`src/design/bwc_pkg.sv`:
```
// Shared types, widths and constants of the battery window classifier.
package bwc_pkg;

	localparam int WINDOW_DEPTH = 10;

	localparam int RAW_W    = 10;
	localparam int PCT_W    = 8;
	localparam int SAMPLE_W = 12;
	localparam int VSCALE_W = 11;
	localparam int CENTI_W  = 14;
	localparam int STATUS_W = 2;

	localparam int IN_TDATA_W  = 16;
	localparam int OUT_TDATA_W = 32;
	localparam int CFG_ADDR_W  = 3;
	localparam int CFG_DATA_W  = 12;

	// window bookkeeping
	localparam int FILL_W = $clog2(WINDOW_DEPTH + 1);
	localparam int IDX_W  = (WINDOW_DEPTH > 2) ? $clog2(WINDOW_DEPTH) : 1;
	localparam int SUM_W  = $clog2(WINDOW_DEPTH * 4095 + 1);

	localparam logic [FILL_W-1:0] FILL_FULL = (FILL_W)'(WINDOW_DEPTH);
	localparam logic [IDX_W-1:0]  WALK_LAST = (IDX_W)'(WINDOW_DEPTH - 1);

	// raw * percent / 100: exact floor for products below 2^18
	localparam int CAL_PROD_W = RAW_W + PCT_W;
	localparam int CAL_SHIFT  = 26;
	localparam int CAL_RECIP_W = 20;
	localparam logic [CAL_RECIP_W-1:0] CAL_RECIP = 20'd671089;

	// sum / WINDOW_DEPTH: exact floor for any sum below 2^SUM_W
	localparam int AVG_SHIFT = SUM_W + FILL_W;
	localparam longint unsigned AVG_RECIP_L =
		((64'd1 << AVG_SHIFT) + 64'(WINDOW_DEPTH) - 64'd1) / 64'(WINDOW_DEPTH);
	localparam logic [AVG_SHIFT-1:0] AVG_RECIP = AVG_RECIP_L[AVG_SHIFT-1:0];

	// avg * volts_scale / 1000: exact floor for products below 2^23
	localparam int CPROD_W = SAMPLE_W + VSCALE_W;
	localparam int CENTI_SHIFT = 33;
	localparam int CENTI_RECIP_W = 24;
	localparam logic [CENTI_RECIP_W-1:0] CENTI_RECIP = 24'd8589935;

	// configuration register indexes
	localparam logic [CFG_ADDR_W-1:0] REG_CAL_PERCENT    = 3'd0;
	localparam logic [CFG_ADDR_W-1:0] REG_LOW_THRESHOLD  = 3'd1;
	localparam logic [CFG_ADDR_W-1:0] REG_FULL_THRESHOLD = 3'd2;
	localparam logic [CFG_ADDR_W-1:0] REG_VOLTS_SCALE    = 3'd3;

	// battery status codes
	localparam logic [STATUS_W-1:0] STATUS_UNKNOWN = 2'd0;
	localparam logic [STATUS_W-1:0] STATUS_LOW     = 2'd1;
	localparam logic [STATUS_W-1:0] STATUS_GOOD    = 2'd2;
	localparam logic [STATUS_W-1:0] STATUS_FULL    = 2'd3;

	typedef enum logic [2:0] {
		ST_IDLE,
		ST_MUL,
		ST_PUSH,
		ST_WALK,
		ST_AVG,
		ST_SCALE,
		ST_DONE
	} bwc_state_t;

endpackage

```
`src/design/bwc_cell.sv`:
```
// One slot of the sample window chain: loads its neighbor's value on shift.
module bwc_cell (
	input  logic                         clk,
	input  logic                         arst_n,
	input  logic                         shift,
	input  logic [bwc_pkg::SAMPLE_W-1:0] d,
	output logic [bwc_pkg::SAMPLE_W-1:0] q
);
	import bwc_pkg::*;

	logic [SAMPLE_W-1:0] value_q;

	always_ff @(posedge clk or negedge arst_n) begin
		if (!arst_n) begin
			value_q <= '0;
		end else if (shift) begin
			value_q <= d;
		end
	end

	assign q = value_q;

endmodule

```
`src/design/battery_window_classifier.sv`:
```
// Top level of the battery window classifier: control, chain of window cells, datapath.
//
//  channel  | direction | handshake                     | payload
//  ---------+-----------+-------------------------------+---------------------------------
//  s_axis   | in        | s_axis_tvalid / s_axis_tready | raw_sample
//  m_axis   | out       | m_axis_tvalid / m_axis_tready | status, full, max, centivolts
//  cfg      | in        | cfg_we (no wait)              | cfg_addr selects, cfg_wdata
//
//  Steps: while the window fills, an accepted request runs IDLE, MUL, PUSH and DONE; from the
//  push that fills the window on, each push is followed by WALK, AVG and SCALE before DONE.
//  A new request is taken only in IDLE, so the block takes no new sample before it is through
//  with the last. The walk rotates the cell chain once around, one cell per cycle, to gather
//  sum and maximum.
//  Reset: clears the window, fill count, status (unknown) and loads register defaults.
//  Stalls: the result sits in an output register; a new request is taken while it
//  waits, and the block holds in its last step only if the previous result is unread.
module battery_window_classifier (
	input  logic                               clk,
	input  logic                               arst_n,
	// stream in
	input  logic                               s_axis_tvalid,
	output logic                               s_axis_tready,
	input  logic [bwc_pkg::IN_TDATA_W-1:0]     s_axis_tdata,  // [9:0] raw_sample
	// stream out
	output logic                               m_axis_tvalid,
	input  logic                               m_axis_tready,
	output logic [bwc_pkg::OUT_TDATA_W-1:0]    m_axis_tdata,  // [1:0] battery_status,
	                                                          // [2] window_full,
	                                                          // [14:3] window_max,
	                                                          // [28:15] centivolts
	// configuration
	input  logic                               cfg_we,
	input  logic [bwc_pkg::CFG_ADDR_W-1:0]     cfg_addr,
	input  logic [bwc_pkg::CFG_DATA_W-1:0]     cfg_wdata
);
	import bwc_pkg::*;

	// configuration registers
	logic [PCT_W-1:0]    cal_percent_q;
	logic [SAMPLE_W-1:0] low_threshold_q;
	logic [SAMPLE_W-1:0] full_threshold_q;
	logic [VSCALE_W-1:0] volts_scale_q;

	// control
	bwc_state_t        state_q, state_d;
	logic [FILL_W-1:0] fill_q;
	logic [IDX_W-1:0]  walk_q;
	logic              out_valid_q;
	logic              out_free;
	logic              load_out;
	logic              chain_shift;
	logic              chain_load_new;
	logic              window_full;

	// datapath
	logic [RAW_W-1:0]                      raw_q;
	logic [CAL_PROD_W-1:0]                 cal_prod_q;
	logic [CAL_PROD_W+CAL_RECIP_W-1:0]     cal_quot_prod;
	logic [SAMPLE_W-1:0]                   cal_sample;
	logic [SUM_W-1:0]                      sum_q;
	logic [SAMPLE_W-1:0]                   max_q;
	logic [SUM_W+AVG_SHIFT-1:0]            avg_prod;
	logic [SAMPLE_W-1:0]                   avg_q;
	logic [CPROD_W-1:0]                    cprod_q;
	logic [CPROD_W+CENTI_RECIP_W-1:0]      centi_prod;
	logic [CENTI_W-1:0]                    centi_new;
	logic [STATUS_W-1:0]                   status_new;

	// output register
	logic [STATUS_W-1:0] out_status_q;
	logic                out_full_q;
	logic [SAMPLE_W-1:0] out_max_q;
	logic [CENTI_W-1:0]  out_centi_q;

	// chain of cells
	logic [SAMPLE_W-1:0] cell_d [WINDOW_DEPTH];
	logic [SAMPLE_W-1:0] cell_q [WINDOW_DEPTH];
	logic [SAMPLE_W-1:0] tail;

	// ---------------------------------------------------------------- config
	always_ff @(posedge clk or negedge arst_n) begin
		if (!arst_n) begin
			cal_percent_q    <= 8'd100;
			low_threshold_q  <= 12'd329;
			full_threshold_q <= 12'd423;
			volts_scale_q    <= 11'd1063;
		end else if (cfg_we) begin
			case (cfg_addr)
				REG_CAL_PERCENT:    cal_percent_q    <= cfg_wdata[PCT_W-1:0];
				REG_LOW_THRESHOLD:  low_threshold_q  <= cfg_wdata[SAMPLE_W-1:0];
				REG_FULL_THRESHOLD: full_threshold_q <= cfg_wdata[SAMPLE_W-1:0];
				REG_VOLTS_SCALE:    volts_scale_q    <= cfg_wdata[VSCALE_W-1:0];
				default: ;  // drop writes beyond the register list
			endcase
		end
	end

	// ---------------------------------------------------------------- FSM
	assign out_free    = !out_valid_q || m_axis_tready;
	assign window_full = (fill_q == FILL_FULL);

	always_comb begin
		state_d = state_q;
		case (state_q)
			ST_IDLE:  if (s_axis_tvalid) state_d = ST_MUL;
			ST_MUL:   state_d = ST_PUSH;
			// fill_q still holds the count before this push
			ST_PUSH:  state_d = (fill_q >= FILL_FULL - 1'b1) ? ST_WALK : ST_DONE;
			ST_WALK:  if (walk_q == WALK_LAST) state_d = ST_AVG;
			ST_AVG:   state_d = ST_SCALE;
			ST_SCALE: state_d = ST_DONE;
			ST_DONE:  if (out_free) state_d = ST_IDLE;
			default:  state_d = ST_IDLE;
		endcase
	end

	always_comb begin
		s_axis_tready  = 1'b0;
		chain_shift    = 1'b0;
		chain_load_new = 1'b0;
		load_out       = 1'b0;
		case (state_q)
			ST_IDLE: s_axis_tready = 1'b1;
			ST_PUSH: begin
				chain_shift    = 1'b1;
				chain_load_new = 1'b1;
			end
			ST_WALK: chain_shift = 1'b1;
			ST_DONE: load_out = out_free;
			default: ;
		endcase
	end

	always_ff @(posedge clk or negedge arst_n) begin
		if (!arst_n) begin
			state_q <= ST_IDLE;
			fill_q  <= '0;
			walk_q  <= '0;
		end else begin
			state_q <= state_d;
			if (state_q == ST_PUSH) begin
				walk_q <= '0;
				if (!window_full) fill_q <= fill_q + 1'b1;
			end else if (state_q == ST_WALK) begin
				walk_q <= walk_q + 1'b1;
			end
		end
	end

	// ---------------------------------------------------------------- calibration
	// The quotient of an 18-bit product by 100 stays below 4096, so it never saturates.
	assign cal_quot_prod = cal_prod_q * CAL_RECIP;
	assign cal_sample    = cal_quot_prod[CAL_SHIFT+SAMPLE_W-1:CAL_SHIFT];

	always_ff @(posedge clk) begin
		if (s_axis_tvalid && s_axis_tready) begin
			raw_q <= s_axis_tdata[RAW_W-1:0];
		end
		if (state_q == ST_MUL) begin
			cal_prod_q <= raw_q * cal_percent_q;
		end
	end

	// ---------------------------------------------------------------- window chain
	// Push shifts the new sample in at the head; the walk rotates the tail back to
	// the head, so after WINDOW_DEPTH steps every cell holds its value again.
	assign tail = cell_q[WINDOW_DEPTH-1];

	for (genvar i = 0; i < WINDOW_DEPTH; i++) begin : g_cell
		if (i == 0) begin : g_head
			assign cell_d[i] = chain_load_new ? cal_sample : tail;
		end else begin : g_body
			assign cell_d[i] = cell_q[i-1];
		end
		bwc_cell u_cell (
			.clk    (clk),
			.arst_n (arst_n),
			.shift  (chain_shift),
			.d      (cell_d[i]),
			.q      (cell_q[i])
		);
	end

	// ---------------------------------------------------------------- sum, max, scaling
	assign avg_prod   = sum_q * AVG_RECIP;
	assign centi_prod = cprod_q * CENTI_RECIP;
	// at most 4095 * 2047 / 1000, well below the 14-bit ceiling
	assign centi_new  = centi_prod[CENTI_SHIFT+CENTI_W-1:CENTI_SHIFT];

	always_comb begin
		if (max_q < low_threshold_q) begin
			status_new = STATUS_LOW;
		end else if (max_q < full_threshold_q) begin
			status_new = STATUS_GOOD;
		end else begin
			status_new = STATUS_FULL;
		end
	end

	always_ff @(posedge clk) begin
		case (state_q)
			ST_PUSH: begin
				sum_q <= '0;
				max_q <= '0;
			end
			ST_WALK: begin
				sum_q <= sum_q + SUM_W'(tail);
				if (tail > max_q) max_q <= tail;
			end
			ST_AVG:   avg_q   <= avg_prod[AVG_SHIFT+SAMPLE_W-1:AVG_SHIFT];
			ST_SCALE: cprod_q <= avg_q * volts_scale_q;
			default: ;
		endcase
	end

	// ---------------------------------------------------------------- output register
	// out_status_q doubles as the kept status: hold it while the window fills.
	always_ff @(posedge clk or negedge arst_n) begin
		if (!arst_n) begin
			out_valid_q  <= 1'b0;
			out_status_q <= STATUS_UNKNOWN;
		end else begin
			if (load_out) begin
				out_valid_q <= 1'b1;
				if (window_full) out_status_q <= status_new;
			end else if (m_axis_tready) begin
				out_valid_q <= 1'b0;
			end
		end
	end

	always_ff @(posedge clk) begin
		if (load_out) begin
			out_full_q  <= window_full;
			out_max_q   <= window_full ? max_q : '0;
			out_centi_q <= window_full ? centi_new : '0;
		end
	end

	assign m_axis_tvalid = out_valid_q;
	assign m_axis_tdata  = {
		(OUT_TDATA_W - STATUS_W - 1 - SAMPLE_W - CENTI_W)'(0),
		out_centi_q, out_max_q, out_full_q, out_status_q
	};

	// ---------------------------------------------------------------- checks
	a_walk_only_when_full: assert property (@(posedge clk) disable iff (!arst_n)
		(state_q == ST_WALK) |-> window_full)
		else $error("window walk started before the window filled");

	a_accept_starts_item: assert property (@(posedge clk) disable iff (!arst_n)
		(s_axis_tvalid && s_axis_tready) |=> (state_q == ST_MUL))
		else $error("accepted request did not start the calibration step");

	a_max_within_sum: assert property (@(posedge clk) disable iff (!arst_n)
		(state_q == ST_AVG) |-> (SUM_W'(max_q) <= sum_q))
		else $error("window maximum exceeds window sum");

	a_walk_rotation_done: assert property (@(posedge clk) disable iff (!arst_n)
		(state_q == ST_AVG) |-> ($past(walk_q) == WALK_LAST))
		else $error("walk left before a full rotation of the chain");

	a_fill_saturates: assert property (@(posedge clk) disable iff (!arst_n)
		(fill_q <= FILL_FULL))
		else $error("fill count ran past the window depth");

endmodule
```
`config.mk`:
```
export PLATFORM = sky130hd
export DESIGN_NAME = battery_window_classifier
export DESIGN_NICKNAME = d
export VERILOG_FILES = /design/src/design/bwc_pkg.sv /design/src/design/bwc_cell.sv /design/src/design/battery_window_classifier.sv
export SDC_FILE = /design/constraint.sdc
export NUM_CORES = 2
export LEC_CHECK = 0
export ABC_AREA = 1
export BUFFER_PORTS_ARGS = -buffer_cell sky130_fd_sc_hd__buf_2
export CORE_MARGIN = 2
export CORE_UTILIZATION = 60
export DETAILED_ROUTE_END_ITERATION = 12
export GPL_TIMING_DRIVEN = 0
export PLACE_DENSITY = 0.8
export SLEW_MARGIN = 20
export SYNTH_ARGS = -nofsm -noshare
export SYNTH_HDL_FRONTEND = slang
export SYNTH_SLANG_ARGS = --single-unit
export TNS_END_PERCENT = 30
```
`constraint.sdc`:
```
create_clock -name clk -period 5 [get_ports clk]
set_input_delay 0.25 -clock clk [delete_from_list [all_inputs] [get_ports clk]]
set_output_delay 0.25 -clock clk [all_outputs]
set_load 0.05 [all_outputs]
```
# After elaboration in Yosys (flattened, before gate mapping)

Index checks and enable logic that the tools add are counted.

Input port bits: 36
Output and inout port bits: 34
Flip-flop bits (word level): 295

Add/subtract/negate cells: 3
Bitwise operators: 1
Multiplexer cells: 19
Eq/ne operators: 15
Multiply operators: 5
$lt $le $gt $ge: 4
Reductions and logical operators: 16

Operators with widths:

| operator                                                  | number |
|---|---|
| multiplier 23 x 24 -> 47 bit (second input constant)      | 1 |
| multiplier 18 x 20 -> 38 bit (second input constant)      | 1 |
| one-hot mux 16 bit (2 select lines)                       | 1 |
| multiplier 16 x 16 -> 31 bit (second input constant)      | 1 |
| less-than comparator 12 bit                               | 2 |
| 2-to-1 mux 12 bit                                         | 2 |
| one-hot mux 12 bit (2 select lines)                       | 1 |
| multiplier 12 x 11 -> 23 bit                              | 1 |
| one-hot mux 3 bit (7 select lines)                        | 1 |
| multiplier 10 x 8 -> 18 bit                               | 1 |
| adder 16 x 12 -> 16 bit                                   | 1 |
| AND reduction 2 bit                                       | 7 |
| == test 3 x 2 -> 1 bit (second input constant)            | 4 |
| greater-than comparator 12 bit                            | 1 |
| 2-to-1 mux 3 bit                                          | 4 |
| == test 3 bit (second input constant)                     | 3 |
| adder 4 x 1 -> 4 bit (second input constant)              | 2 |
| == test 4 bit (second input constant)                     | 2 |
| 2-to-1 mux 4 bit                                          | 2 |
| 2-to-1 mux 1 bit                                          | 7 |
| == test 3 x 1 -> 1 bit (second input constant)            | 2 |
| zero test 3 bit                                           | 2 |
| != test 2 bit (second input constant)                     | 3 |
| greater-or-equal comparator 4 bit (second input constant) | 1 |
| 9 further kinds                                           | 10 |

# Longest topological paths before layout

Depth in word-level cells: 4
Gate-level depth with buffers: 27

# By module

A second synthesis with hierarchy kept.

Cells, all modules: 4,627
Area, all modules: 39,534.2 sq um

By module, submodules not included:

| module                    | sequential area each (sq um) | area each (sq um) | times used | cells an instance |
|---|---|---|---|---|
| battery_window_classifier | 4,992.3                      | 34,954.8          | 1          | 4,117 |
| bwc_cell                  | 300.3                        | 457.9             | 10         | 51 |

# Worst setup path before layout

No wires, ideal clock.

Path type: register -> register
Start: reg cprod_q[20]
End: reg out_centi_q[4], data pin
Clock period less this slack: 5,468 ps
Data required time: 4,747 ps
Cell stages (with the launch flop): 22
Buffers on the path: 0
Arrival: 5,215 ps
Path slack: -468 ps
Setup time: 253 ps
Path through: edfxtp_1 > fa_1 > fa_1 > inv_1 > fa_1 > inv_1 > fa_1 > fa_1 > fa_1 > inv_1 > fa_1 > inv_1 > ha_1 > nand2_1 > nor2_1 > nand2_1 > nor3_2 > nand4_1 > nand3_1 > nand2_1 > nand2_1 > nor2_1

Longest elaborated chain between the ends: 1

RTL lines:

| item                         | RTL line                         | source |
|---|---|---|
| start: declaration           | battery_window_classifier.sv:64  | `logic [CPROD_W-1:0] cprod_q;` |
| start signal: assignment     | battery_window_classifier.sv:211 | `ST_SCALE: cprod_q <= avg_q * volts_scale_q;` |
| multiplier 23 x 24 -> 47 bit | battery_window_classifier.sv:186 | `assign centi_prod = cprod_q * CENTI_RECIP;` |
| end signal: assignment       | battery_window_classifier.sv:236 | `out_centi_q <= window_full ? centi_new : '0;` |
| end: declaration             | battery_window_classifier.sv:73  | `logic [CENTI_W-1:0] out_centi_q;` |

No other way between the ends.
A chain may end at the register's enable or synchronous reset.

# Worst setup path in the final report

Start: reg cprod_q[21]
End: reg out_centi_q[7], data pin

Same word-level chain as after synthesis.

==> results.toml <==
[worst_setup_path]
worstPathMaxFanout = 3
required_ns = 5.35
cp_data_arrival_time_ns = 6.14
end_kind = "flop"
criticalPathCategory = "reg -> reg"
cp-start-kind = "flop"

[placed_design]
dp.cells = 5490
dpl.hpwl_mm = 78.60
placed_area_sq_um = 40900
pre_cts_slack_ns = -1.074
numPortBuffers = 60
gp_congestion = 0.9556

[finish]
fillerInstances = 5032
layout_common_cells = "inv_1, nand2_1, ha_1"
final_common_cell = "inv_1"
area_growth_pct = 10.75
drive_gt1_frac = 0.09849
antenna_cells = 0
instances_no_fill = 5637
final_area_sq_um = 43600
nNetsFinal = 5944
fin_util = 0.6738

[sta]
rsz0062_at_grt = "yes"
slew_headroom = 0.4540
finalWorstSetupSlack_ns = -0.7927
clock_skew_ns = 0.03954
max_freq_ghz = 0.1726
finalCriticalPeriod_ns = 5.793
tightestPinTransition_ns = 0.8182
hold_violations = 0
slew_violations = 0
setup_viol = 33
min_period_over_period = 1.159

[grt]
use_met1 = 0.3881
overflow = 0
grt_max_degree = 80
gr-usage-met2 = 0.4922
grt_pass1_wl_mm = 157.2
grt_util_met3 = 0.03938
busiest_layer = "met2"
grt_usage = 0.2932
antenna_found_initial = 4
first_global_vias = 31120

[job]
drv_cap = 0

[drt]
num_vias = 30370
drt_wl_total_mm = 97.14
drt-initial-drc-count = 2237
vias_per_cell = 5.388
ant_nets = 0
drtPass1Iterations = 9
post_drt_wl_per_cell_microns = 17.23
drc = 0

[floorplanning]
core_region_area_sq_um = 64700
die_h_microns = 260.1
ios = 70
die_w_microns = 260.1
start_util = 0.6084
fp-row-count = 93
die-area_sq_um = 67670

[clock_network]
cts_inserted_buffers = 37
cts_max_level = 2
insertion_delay_ns = 0.60
clock-sinks = 295
clockRootBuffer = "clkbuf_16"
clk_pin_slew_ns = 0.07
cts_tree = "yes"
cts.path.max_buffers = 3

[yosys]
yosysSeqAreaShare = 0.2031
ys_ff_latch = 295
synth_top_area_cell = "fa_1"
ys_async_sr_fraction = 0.6000
ys.flop_type = "dfrtp_1"
synth_xor_area_frac = 0.01157
synth_compound_area_frac = 0.06093
synth_simple_gate_area_frac = 0.1488
synth_area_sq_um = 39360
synth_top_family_by_area = "adder cells"
synth.distinct_cells = 55
netlist_instances = 4567
synthMuxAreaShare = 0
synth_area_leaders = "fa_1, ha_1, inv_1"
synthAdderAreaFrac = 0.4608
synth_edf_count = 118
synth_top_cell_area_share = 0.2497
yosys_warnings = 0
avgSynthCellArea_sq_um = 8.619

[status]
status = "finished, violations left"
failed_checks = "setup timing"

[worst_hold_path]
hold_class = "in -> reg"
[synthesized netlist by cell type (15+ instances only)]
cell	count
a21oi_1	195
edfxtp_1	118
nor3_1	26
dfrtp_1	159
inv_1	1092
o21ai_0	157
xor2_1	34
nor2_1	194
nand4_1	21
clkbuf_1	58
ha_1	664
o21bai_1	18
nand3_1	90
xnor2_1	18
a21o_1	15
dfstp_2	18
nand2_1	1032
fa_1	491
[layout make-up]
cell class                      instances  area [sq um]  share of cell area
Multi-Input combinational cell       3082         27590              0.6328
Sequential cell                       295          7995              0.1834
Buffer                                 86         417.9            0.009586
Clock inverter                         17         256.5            0.005884
Inverter                             1106          4151             0.09523
Clock buffer                           51          1070             0.02454
Timing Repair Buffer                  145          1049             0.02405
Tap cell                              855          1070             0.02454
[sequential cells by signal, indices dropped and copies added, names as in the netlist, 14 cells and up]
signal / flops
out_centi_q: 14
g_cell.u_cell.q: 120
cprod_q: 23
sum_q: 16
cal_prod_q: 18
[metal layers]
metal	wire, microns	vias up
li1	-	14450
met1	40070	14750
met2	46620	963
met3	6399	213
met4	4056	0
met5	0	-
[cells by family after synthesis]
| family | after synthesis |
|---|---|
| XOR/XNOR | 52 |
| flip-flops | 295 |
| adder cells (fa/ha/maj) | 1155 |
| other | 1 |
| AND/OR/NAND/NOR | 1434 |
| buffers and inverters | 1192 |
| AO/OA/AOI/OAI | 438 |
[per-stage QoR]
step | setup TNS [ns] | hold slack [ns]
final | -12.55 | 0.04146
after global routing | -20.39 | 0.05959
after CTS | -14.81 | 0.02160
after detailed placement | -25.71 | 0.1443
after global placement | -23.69 | 0.4279
after floorplan | -5.900 | -0.04559
[worst max-delay path, stage by stage (launching register included)]
cell      delay, ns
edfxtp_1       0.46
fa_2           0.64
inv_2          0.04
fa_1           0.52
inv_2          0.04
fa_2           0.53
fa_1           0.47
fa_1           0.42
fa_1           0.53
inv_1          0.06
fa_1           0.49
inv_1          0.07
ha_4           0.31
nand2_2        0.12
nor2_4         0.12
inv_1          0.06
nor2_1         0.11
nand3_1        0.08
o21bai_1       0.19
nand3_2        0.14
nand2_1        0.06
nand2_1        0.05
nor2_1         0.04
[worst paths after layout]
kind,start,end,slack [ns],depth (start not counted)
max reg2reg,cprod_q[21],out_centi_q[7],-0.79,22
min reg2reg,g_cell[8].u_cell.q[5],g_cell[8].u_cell.q[5],0.47,2
min,cfg_wdata[10],volts_scale_q[10],0.04,3
min in group asynchronous,arst_n,cal_percent_q[7],0.14,2
max,cprod_q[21],out_centi_q[7],-0.79,22
max in group asynchronous,arst_n,g_cell[4].u_cell.q[1],3.85,4
[repair_timing]
action                                 in CTS  in global routing
pin swaps                                  25                 54
hold buffers                               13                  0
resized for setup                         101                116
setup endpoints to repair                  45                 51
endpoints found under the hold margin     122                  0
buffers inserted                           23                 43
cloned                                      0                  0
Power is left out: the tool's default activity adds up to more than one toggle a clock period on the data nets, which glitch-free logic cannot reach.
